===== config.mk =====
export PLATFORM = sky130hd
export DESIGN_NAME = nonpreemptive_priority_scheduler_top
export DESIGN_NICKNAME = d
export VERILOG_FILES = /design/src/nps_pkg.sv /design/src/nonpreemptive_priority_scheduler_top.sv /design/src/nps_mem.sv /design/src/nps_alu.sv
export SDC_FILE = /design/constraint.sdc
export NUM_CORES = 2
export LEC_CHECK = 0
export ABC_CLOCK_PERIOD_IN_PS = 6800
export BUFFER_PORTS_ARGS = -buffer_cell sky130_fd_sc_hd__buf_2
export CAP_MARGIN = 10
export CORE_UTILIZATION = 40
export CTS_BUF_LIST = sky130_fd_sc_hd__clkbuf_8
export CTS_CLUSTER_DIAMETER = 40
export CTS_CLUSTER_SIZE = 16
export DETAILED_ROUTE_END_ITERATION = 6
export HOLD_SLACK_MARGIN = 0.06
export PLACE_DENSITY_LB_ADDON = 0.12
export SETUP_SLACK_MARGIN = 0.5
export SYNTH_ARGS = -nofsm -noshare
export SYNTH_HDL_FRONTEND = slang
export SYNTH_SLANG_ARGS = --single-unit

===== constraint.sdc =====
create_clock -name clk -period 6.8 [get_ports clk]
set_input_delay 0.34 -clock clk [delete_from_list [all_inputs] [get_ports clk]]
set_output_delay 0.34 -clock clk [all_outputs]
set_load 0.01 [all_outputs]

===== src/nps_pkg.sv =====
// ----------------------------------------------------------------------------
// nps_pkg: shared types and constants of the priority scheduler
// Record layout, time widths, sequencer states and shared unit operations.
// ----------------------------------------------------------------------------
package nps_pkg;

  localparam int ARR_W       = 16;
  localparam int BURST_W     = 16;
  localparam int PRIO_W      = 8;
  localparam int TIME_W      = 22;
  localparam int PIDX_W      = 5;
  localparam int IN_W        = ARR_W + BURST_W + PRIO_W;
  localparam int OUT_FIELD_W = PIDX_W + 4 * TIME_W;
  localparam int OUT_W       = ((OUT_FIELD_W + 7) / 8) * 8;

  localparam int MAX_PROCESSES_DEF = 32;

  typedef struct packed {
    logic [PRIO_W-1:0]  prio;
    logic [BURST_W-1:0] burst;
    logic [ARR_W-1:0]   arrival;
  } record_t;

  typedef enum logic [2:0] {
    ST_IDLE,
    ST_SCAN,
    ST_DECIDE,
    ST_CT,
    ST_TAT,
    ST_WT,
    ST_EMIT
  } state_t;

  typedef enum logic {
    ALU_ADD,
    ALU_SUB
  } alu_op_t;

  typedef struct packed {
    alu_op_t           op;
    logic [TIME_W-1:0] a;
    logic [TIME_W-1:0] b;
  } alu_req_t;

endpackage


===== src/nonpreemptive_priority_scheduler_top.sv =====
// ----------------------------------------------------------------------------
// nonpreemptive_priority_scheduler_top: non-preemptive priority scheduler
// Loads process records, then emits one schedule item per process.
// ----------------------------------------------------------------------------
// Usage:
//   s_* channel: one process record per item (arrival, burst, priority),
//   s_tlast marks the final record of a set. Records load one per cycle;
//   records beyond MAX_PROCESSES are dropped, a dropped final record still
//   starts scheduling of the records held.
//   m_* channel: one item per scheduled process in run order (index, start,
//   completion, turnaround, waiting), m_tlast on the final one of the set.
//   Each pick scans the record store through its single read port and then
//   decides; a second scan and decision follow when the clock has to jump to
//   the earliest pending arrival, then three steps on the shared adder
//   (completion, turnaround, waiting) and one to hand the item over.
//   s_tready is high only while no set is being scheduled.
//   A stalled receiver holds the result register; the sequencer waits there.
//   Reset clears the load count, done flags, clock and output valid; store
//   contents are left as they are.
// ----------------------------------------------------------------------------
module nonpreemptive_priority_scheduler_top #(
  parameter int MAX_PROCESSES = nps_pkg::MAX_PROCESSES_DEF
) (
  input  logic                        clk,
  input  logic                        rst,
  input  logic                        s_tvalid,
  output logic                        s_tready,
  // arrival_time[15:0], burst_time[31:16], priority_req[39:32]
  input  logic [nps_pkg::IN_W-1:0]    s_tdata,
  input  logic                        s_tlast,
  output logic                        m_tvalid,
  input  logic                        m_tready,
  // process_index[4:0], start_time[26:5], completion_time[48:27],
  // turnaround_time[70:49], waiting_time[92:71], zero fill[95:93]
  output logic [nps_pkg::OUT_W-1:0]   m_tdata,
  output logic                        m_tlast
);

  localparam int IDX_W    = $clog2(MAX_PROCESSES);
  localparam int CNT_W    = $clog2(MAX_PROCESSES + 1);
  localparam int TIME_W   = nps_pkg::TIME_W;
  localparam int ARR_W    = nps_pkg::ARR_W;
  localparam int PAD_W    = nps_pkg::OUT_W - nps_pkg::OUT_FIELD_W;
  localparam int PIDX_EXT = nps_pkg::PIDX_W;

  nps_pkg::state_t   state, state_next;
  nps_pkg::alu_req_t alu_req;
  nps_pkg::record_t  rdata;

  logic [TIME_W-1:0]        alu_res;
  logic [CNT_W-1:0]         count;
  logic [CNT_W-1:0]         completed;
  logic [MAX_PROCESSES-1:0] done;
  logic [TIME_W-1:0]        clock_time;
  logic [IDX_W-1:0]         scan_idx;
  logic                     issue_done;
  logic                     p_valid;
  logic [IDX_W-1:0]         p_idx;
  logic                     found;
  logic [IDX_W-1:0]         best_idx;
  nps_pkg::record_t         best;
  logic [ARR_W-1:0]         min_arr;
  logic [TIME_W-1:0]        ct;
  logic [TIME_W-1:0]        tat;
  logic [TIME_W-1:0]        wt;

  logic             in_fire;
  logic             count_lt;
  logic             scan_end;
  logic             scan_init;
  logic             emit_fire;
  logic             last_pick;
  logic             eligible;
  logic             better;
  logic [CNT_W-1:0] count_m1;
  logic [IDX_W+PIDX_EXT-1:0] best_idx_ext;

  assign in_fire   = s_tvalid && s_tready;
  assign count_lt  = count < CNT_W'(MAX_PROCESSES);
  assign count_m1  = count - CNT_W'(1);
  assign scan_end  = p_valid && (CNT_W'(p_idx) == count_m1);
  assign last_pick = completed == count_m1;
  assign emit_fire = (state == nps_pkg::ST_EMIT) && (!m_tvalid || m_tready);
  assign scan_init = (state_next == nps_pkg::ST_SCAN) && (state != nps_pkg::ST_SCAN);

  assign eligible = !done[p_idx] && (TIME_W'(rdata.arrival) <= clock_time);
  assign better   = !found || (rdata.prio < best.prio) ||
                    ((rdata.prio == best.prio) && (rdata.arrival < best.arrival));

  assign best_idx_ext = {{PIDX_EXT{1'b0}}, best_idx};

  nps_mem #(
    .DEPTH (MAX_PROCESSES),
    .ADDR_W(IDX_W)
  ) u_mem (
    .clk  (clk),
    .we   (in_fire && count_lt),
    .waddr(count[IDX_W-1:0]),
    .wdata(nps_pkg::record_t'(s_tdata)),
    .raddr(scan_idx),
    .rdata(rdata)
  );

  nps_alu u_alu (
    .req(alu_req),
    .res(alu_res)
  );

  always_comb begin
    state_next = state;
    unique case (state)
      nps_pkg::ST_IDLE:   if (in_fire && s_tlast) state_next = nps_pkg::ST_SCAN;
      nps_pkg::ST_SCAN:   if (scan_end) state_next = nps_pkg::ST_DECIDE;
      nps_pkg::ST_DECIDE: state_next = found ? nps_pkg::ST_CT : nps_pkg::ST_SCAN;
      nps_pkg::ST_CT:     state_next = nps_pkg::ST_TAT;
      nps_pkg::ST_TAT:    state_next = nps_pkg::ST_WT;
      nps_pkg::ST_WT:     state_next = nps_pkg::ST_EMIT;
      nps_pkg::ST_EMIT: begin
        if (emit_fire) begin
          state_next = last_pick ? nps_pkg::ST_IDLE : nps_pkg::ST_SCAN;
        end
      end
      default:            state_next = nps_pkg::ST_IDLE;
    endcase
  end

  always_comb begin
    s_tready   = 1'b0;
    alu_req.op = nps_pkg::ALU_ADD;
    alu_req.a  = clock_time;
    alu_req.b  = TIME_W'(best.burst);
    unique case (state)
      nps_pkg::ST_IDLE: s_tready = 1'b1;
      nps_pkg::ST_TAT: begin
        alu_req.op = nps_pkg::ALU_SUB;
        alu_req.a  = ct;
        alu_req.b  = TIME_W'(best.arrival);
      end
      nps_pkg::ST_WT: begin
        alu_req.op = nps_pkg::ALU_SUB;
        alu_req.a  = tat;
        alu_req.b  = TIME_W'(best.burst);
      end
      default: begin
        s_tready = 1'b0;
      end
    endcase
  end

  always_ff @(posedge clk) begin
    if (rst) begin
      state      <= nps_pkg::ST_IDLE;
      count      <= '0;
      completed  <= '0;
      done       <= '0;
      clock_time <= '0;
      m_tvalid   <= 1'b0;
      p_valid    <= 1'b0;
      issue_done <= 1'b0;
      scan_idx   <= '0;
      found      <= 1'b0;
    end else begin
      state <= state_next;

      if (emit_fire) begin
        m_tvalid <= 1'b1;
      end else if (m_tvalid && m_tready) begin
        m_tvalid <= 1'b0;
      end

      if (in_fire) begin
        if (count_lt) begin
          count <= count + CNT_W'(1);
        end
        if (s_tlast) begin
          clock_time <= '0;
          done       <= '0;
          completed  <= '0;
        end
      end

      if (scan_init) begin
        scan_idx   <= '0;
        issue_done <= 1'b0;
        p_valid    <= 1'b0;
        found      <= 1'b0;
        min_arr    <= '1;
      end else if (state == nps_pkg::ST_SCAN) begin
        p_valid <= !issue_done;
        p_idx   <= scan_idx;
        if (!issue_done) begin
          if (CNT_W'(scan_idx) == count_m1) begin
            issue_done <= 1'b1;
          end else begin
            scan_idx <= scan_idx + 1'b1;
          end
        end
        if (p_valid && !done[p_idx]) begin
          if (rdata.arrival < min_arr) begin
            min_arr <= rdata.arrival;
          end
          if (eligible && better) begin
            found    <= 1'b1;
            best     <= rdata;
            best_idx <= p_idx;
          end
        end
      end

      unique case (state)
        nps_pkg::ST_DECIDE: begin
          if (!found) begin
            clock_time <= TIME_W'(min_arr);
          end
        end
        nps_pkg::ST_CT:  ct  <= alu_res;
        nps_pkg::ST_TAT: tat <= alu_res;
        nps_pkg::ST_WT:  wt  <= alu_res;
        default: begin
        end
      endcase

      if (emit_fire) begin
        m_tlast        <= last_pick;
        m_tdata        <= {{PAD_W{1'b0}}, wt, tat, ct, clock_time,
                           best_idx_ext[nps_pkg::PIDX_W-1:0]};
        done[best_idx] <= 1'b1;
        completed      <= completed + CNT_W'(1);
        clock_time     <= ct;
        if (last_pick) begin
          count <= '0;
        end
      end
    end
  end

endmodule


===== src/nps_mem.sv =====
// ----------------------------------------------------------------------------
// nps_mem: process record store
// One write port and one read port with registered read data.
// ----------------------------------------------------------------------------
module nps_mem #(
  parameter int DEPTH  = nps_pkg::MAX_PROCESSES_DEF,
  parameter int ADDR_W = $clog2(DEPTH)
) (
  input  logic                 clk,
  input  logic                 we,
  input  logic [ADDR_W-1:0]    waddr,
  input  nps_pkg::record_t     wdata,
  input  logic [ADDR_W-1:0]    raddr,
  output nps_pkg::record_t     rdata
);

  nps_pkg::record_t mem [DEPTH];

  always_ff @(posedge clk) begin
    if (we) begin
      mem[waddr] <= wdata;
    end
    rdata <= mem[raddr];
  end

endmodule


===== src/nps_alu.sv =====
// ----------------------------------------------------------------------------
// nps_alu: shared time arithmetic unit
// Adds or subtracts two time values modulo the time width.
// ----------------------------------------------------------------------------
module nps_alu (
  input  nps_pkg::alu_req_t                 req,
  output logic [nps_pkg::TIME_W-1:0]        res
);

  always_comb begin
    unique case (req.op)
      nps_pkg::ALU_ADD: res = req.a + req.b;
      nps_pkg::ALU_SUB: res = req.a - req.b;
      default:          res = req.a + req.b;
    endcase
  end

endmodule

==> impl_metrics.json <==
{
  "outcome": "finished clean",
  "cts_resized": 0,
  "ys_ff_latch": 1624,
  "p_leak_uw": 0.0229,
  "hold_depth": 2,
  "async_flop_share_pct": 0,
  "max_freq_mhz": 184,
  "fillers": 13100,
  "cts-root-buf": "clkbuf_8",
  "clock_latency_ps": 990,
  "fin_nets": 3532,
  "worst-setup-path-type": "reg -> reg",
  "rows": 145,
  "crit-reg2reg-launch": "state[0]$_SDFF_PP0_",
  "worst_r2r_path_depth": 17,
  "synth_top_area_share_pct": 71.4,
  "yosysSeqAreaShare_pct": 75.1,
  "dr.pass1.iters": 7,
  "final_area_sq_mm": 0.0726,
  "htreeDepth": 4,
  "ys.flop_type": "edfxtp_1",
  "drt_iter0_drc": 2660,
  "tightest_slew_ps": 1130,
  "cts_sinks": 1624,
  "die_x_um": 400,
  "vias": 31200,
  "drv_slew": 0,
  "coreArea_sq_mm": 0.157,
  "synth_mux_area_share_pct": 15.8,
  "numCtsBuffers": 220,
  "grt_max_degree": 126,
  "hold_end": "u_mem.mem[14][23]$_DFFE_PP_",
  "synth_cells": 3055,
  "path_clk_slew_ps": 90,
  "clock_path_buffers": 3,
  "synth_top_area_cell": "edfxtp_1",
  "setup_tns_ps": 0,
  "critPathArrivalTime_ps": 6090,
  "mostFrequentLayoutCell": "edfxtp_1",
  "die_area_sq_mm": 0.160,
  "min_period_ps": 5430,
  "post-route-period-util_pct": 79.8,
  "cp-start-kind": "flip-flop",
  "synth_xor_area_share_pct": 0.843,
  "viasPerCell": 5.52,
  "port_buffers": 140,
  "r2r_slack_ps": 1370,
  "synth_simple_gate_area_share_pct": 2.63,
  "place_area_sq_mm": 0.0671,
  "drc": 0,
  "hold_path_startpoint": "s_tdata[23]",
  "cts_tree": "done",
  "wire_per_inst_um": 27.8,
  "ir_worst_vdd_mv": 0.197,
  "gp_congestion": 0.874,
  "mostFrequentLayoutCells": "edfxtp_1, mux4_2, clkbuf_8",
  "clock_skew_ps": 72.8,
  "globalRouteTotalUtil_pct": 19.9,
  "synth_area_leaders": "edfxtp_1, mux4_2, dfxtp_1, ha_1, mux2_2",
  "area_growth_syn_to_layout_pct": 14.6,
  "drive_gt1_share_pct": 31.3,
  "io_pins": 144,
  "hold_viol_final": 0,
  "max_cap_viol_count": 0,
  "antenna_found_initial": 11,
  "reg2reg_to": "tat[21]$_DFFE_PP_",
  "synth_adder_area_share_pct": 1.73,
  "chipHeight_um": 400,
  "synth_area_sq_mm": 0.0634,
  "start_util_pct": 40.4,
  "grt_pass1_wl_mm": 227,
  "setup_violations": 0,
  "power.total_uw": 20600,
  "routed_wl_mm": 157,
  "power_density_mw_per_mm2": 283,
  "synth_top_family_by_area": "multiplexers",
  "ant_nets": 0,
  "grt_pass1_vias": 32600,
  "yosysUniqueCellTypes": 73,
  "crit_fanout": 32,
  "synth-edff-count": 1506,
  "cp.required_ps": 7470,
  "synth_compound_area_share_pct": 2.54,
  "end_kind": "flip-flop",
  "hpwl_mm": 89.6,
  "finish.utilization_pct": 46.3,
  "grt_setup_unrepaired": "no",
  "hp-class": "in -> reg",
  "grt-ovfl-total": 0,
  "syn_area_per_cell_sq_um": 20.7,
  "slew_headroom_pct": 24.6,
  "ys_warn_count": 0
}
routing by layer:
metal	GRT usage, %	wire length, um
met5	0	31
met4	5.21	2960
met3	3.12	8020
met2	32.4	77300
met1	27.9	69200
metrics by stage:
stage | hold WS [ps] | cells | setup slack (ps)
detailed placement | 394 | 5191 | 1440
global placement | 399 | 5191 | 1360
floorplan | 386 | 3057 | 1250
CTS | 280 | 5653 | 1330
finish | 384 | 5656 | 1370
global route | 344 | 5655 | 971
cell families after synthesis:
family	Yosys count
DFF	1624
muxes	482
and+or+nand+nor	338
AOI/OAI and AO/OA	254
buffers and inverters	212
adders and majority gates	87
xor gates and xnor gates	57
other	1
worst max-delay path by stage:
stage	start	end	slack [ps]	depth (start not counted)
2_1_floorplan	p_idx[0]$_DFFE_PP_	best[0]$_DFFE_PP_	1250	7
3_3_place_gp	state[0]$_SDFF_PP0_	wt[21]$_DFFE_PP_	1360	17
3_5_place_dp	state[0]$_SDFF_PP0_	ct[21]$_DFFE_PP_	1440	17
4_1_cts	state[0]$_SDFF_PP0_	tat[21]$_DFFE_PP_	1330	17
5_1_grt	state[0]$_SDFF_PP0_	wt[17]$_DFFE_PP_	970	17
6_report	state[0]$_SDFF_PP0_	tat[21]$_DFFE_PP_	1370	17
timing repair:
item,4_1_cts,5_1_grt
endpoints found under the hold margin,1343,0
hold buffers,45,0
buffers inserted,0,0
power by group:
part / switching (uW) / total [uW] / internal, uW / leakage (uW)
combinational: 540 / 1020 / 479 / 0.00575
sequential: 122 / 11100 / 11000 / 0.0145
clock: 4240 / 8430 / 4190 / 0.00259
total: 4900 / 20600 / 15700 / 0.0229
cell type report:
cell class                 count  area, sq um  share of cell area (%)
multi-input combinational   1221        15200                    20.9
clock inverter               192         2010                    2.77
antenna                        3         7.51                  0.0103
tap                         2058         2570                    3.55
timing repair buffer         262         1870                    2.57
sequential                  1624        47600                    65.5
inverter                      71          267                   0.367
clock buffer                 225         3100                    4.26
cell usage after synthesis (32+ instances only):
master / instances
mux4_2: 410
nor2_1: 95
inv_1: 71
a21oi_1: 70
nand2_1: 98
buf_2: 35
edfxtp_1: 1506
dfxtp_1: 118
o21ai_0: 86
mux2i_1: 32
ha_1: 86
clkbuf_1: 83
mux2_2: 40
state kept, by name (all words and copies together) (netlist names):
name,flops
scan_idx,5
p_valid,1
state,3
wt,22
found,1
m_tvalid,1
m_tlast,1
best,40
count,6
issue_done,1
p_idx,5
tat,22
clock_time,22
completed,6
min_arr,16
u_mem.mem,1280
ct,22
u_mem.rdata,40
best_idx,5
m_tdata,93
done,32
worst max-delay path, stage by stage (launching register included):
cell and delay (ps):
dfxtp_2 990, inv_1 210, nand2_1 450, nor2_1 80
a21oi_1 180, ha_1 280, nand2_1 130, a211o_4 370
o31ai_4 350, xnor2_1 150, ha_1 350, and4_1 230
and3b_1 170, a211oi_1 210, o21ai_0 240, o31a_1 380
a31oi_1 210, xnor2_1 130
Power figures use the tool's default switching activity.
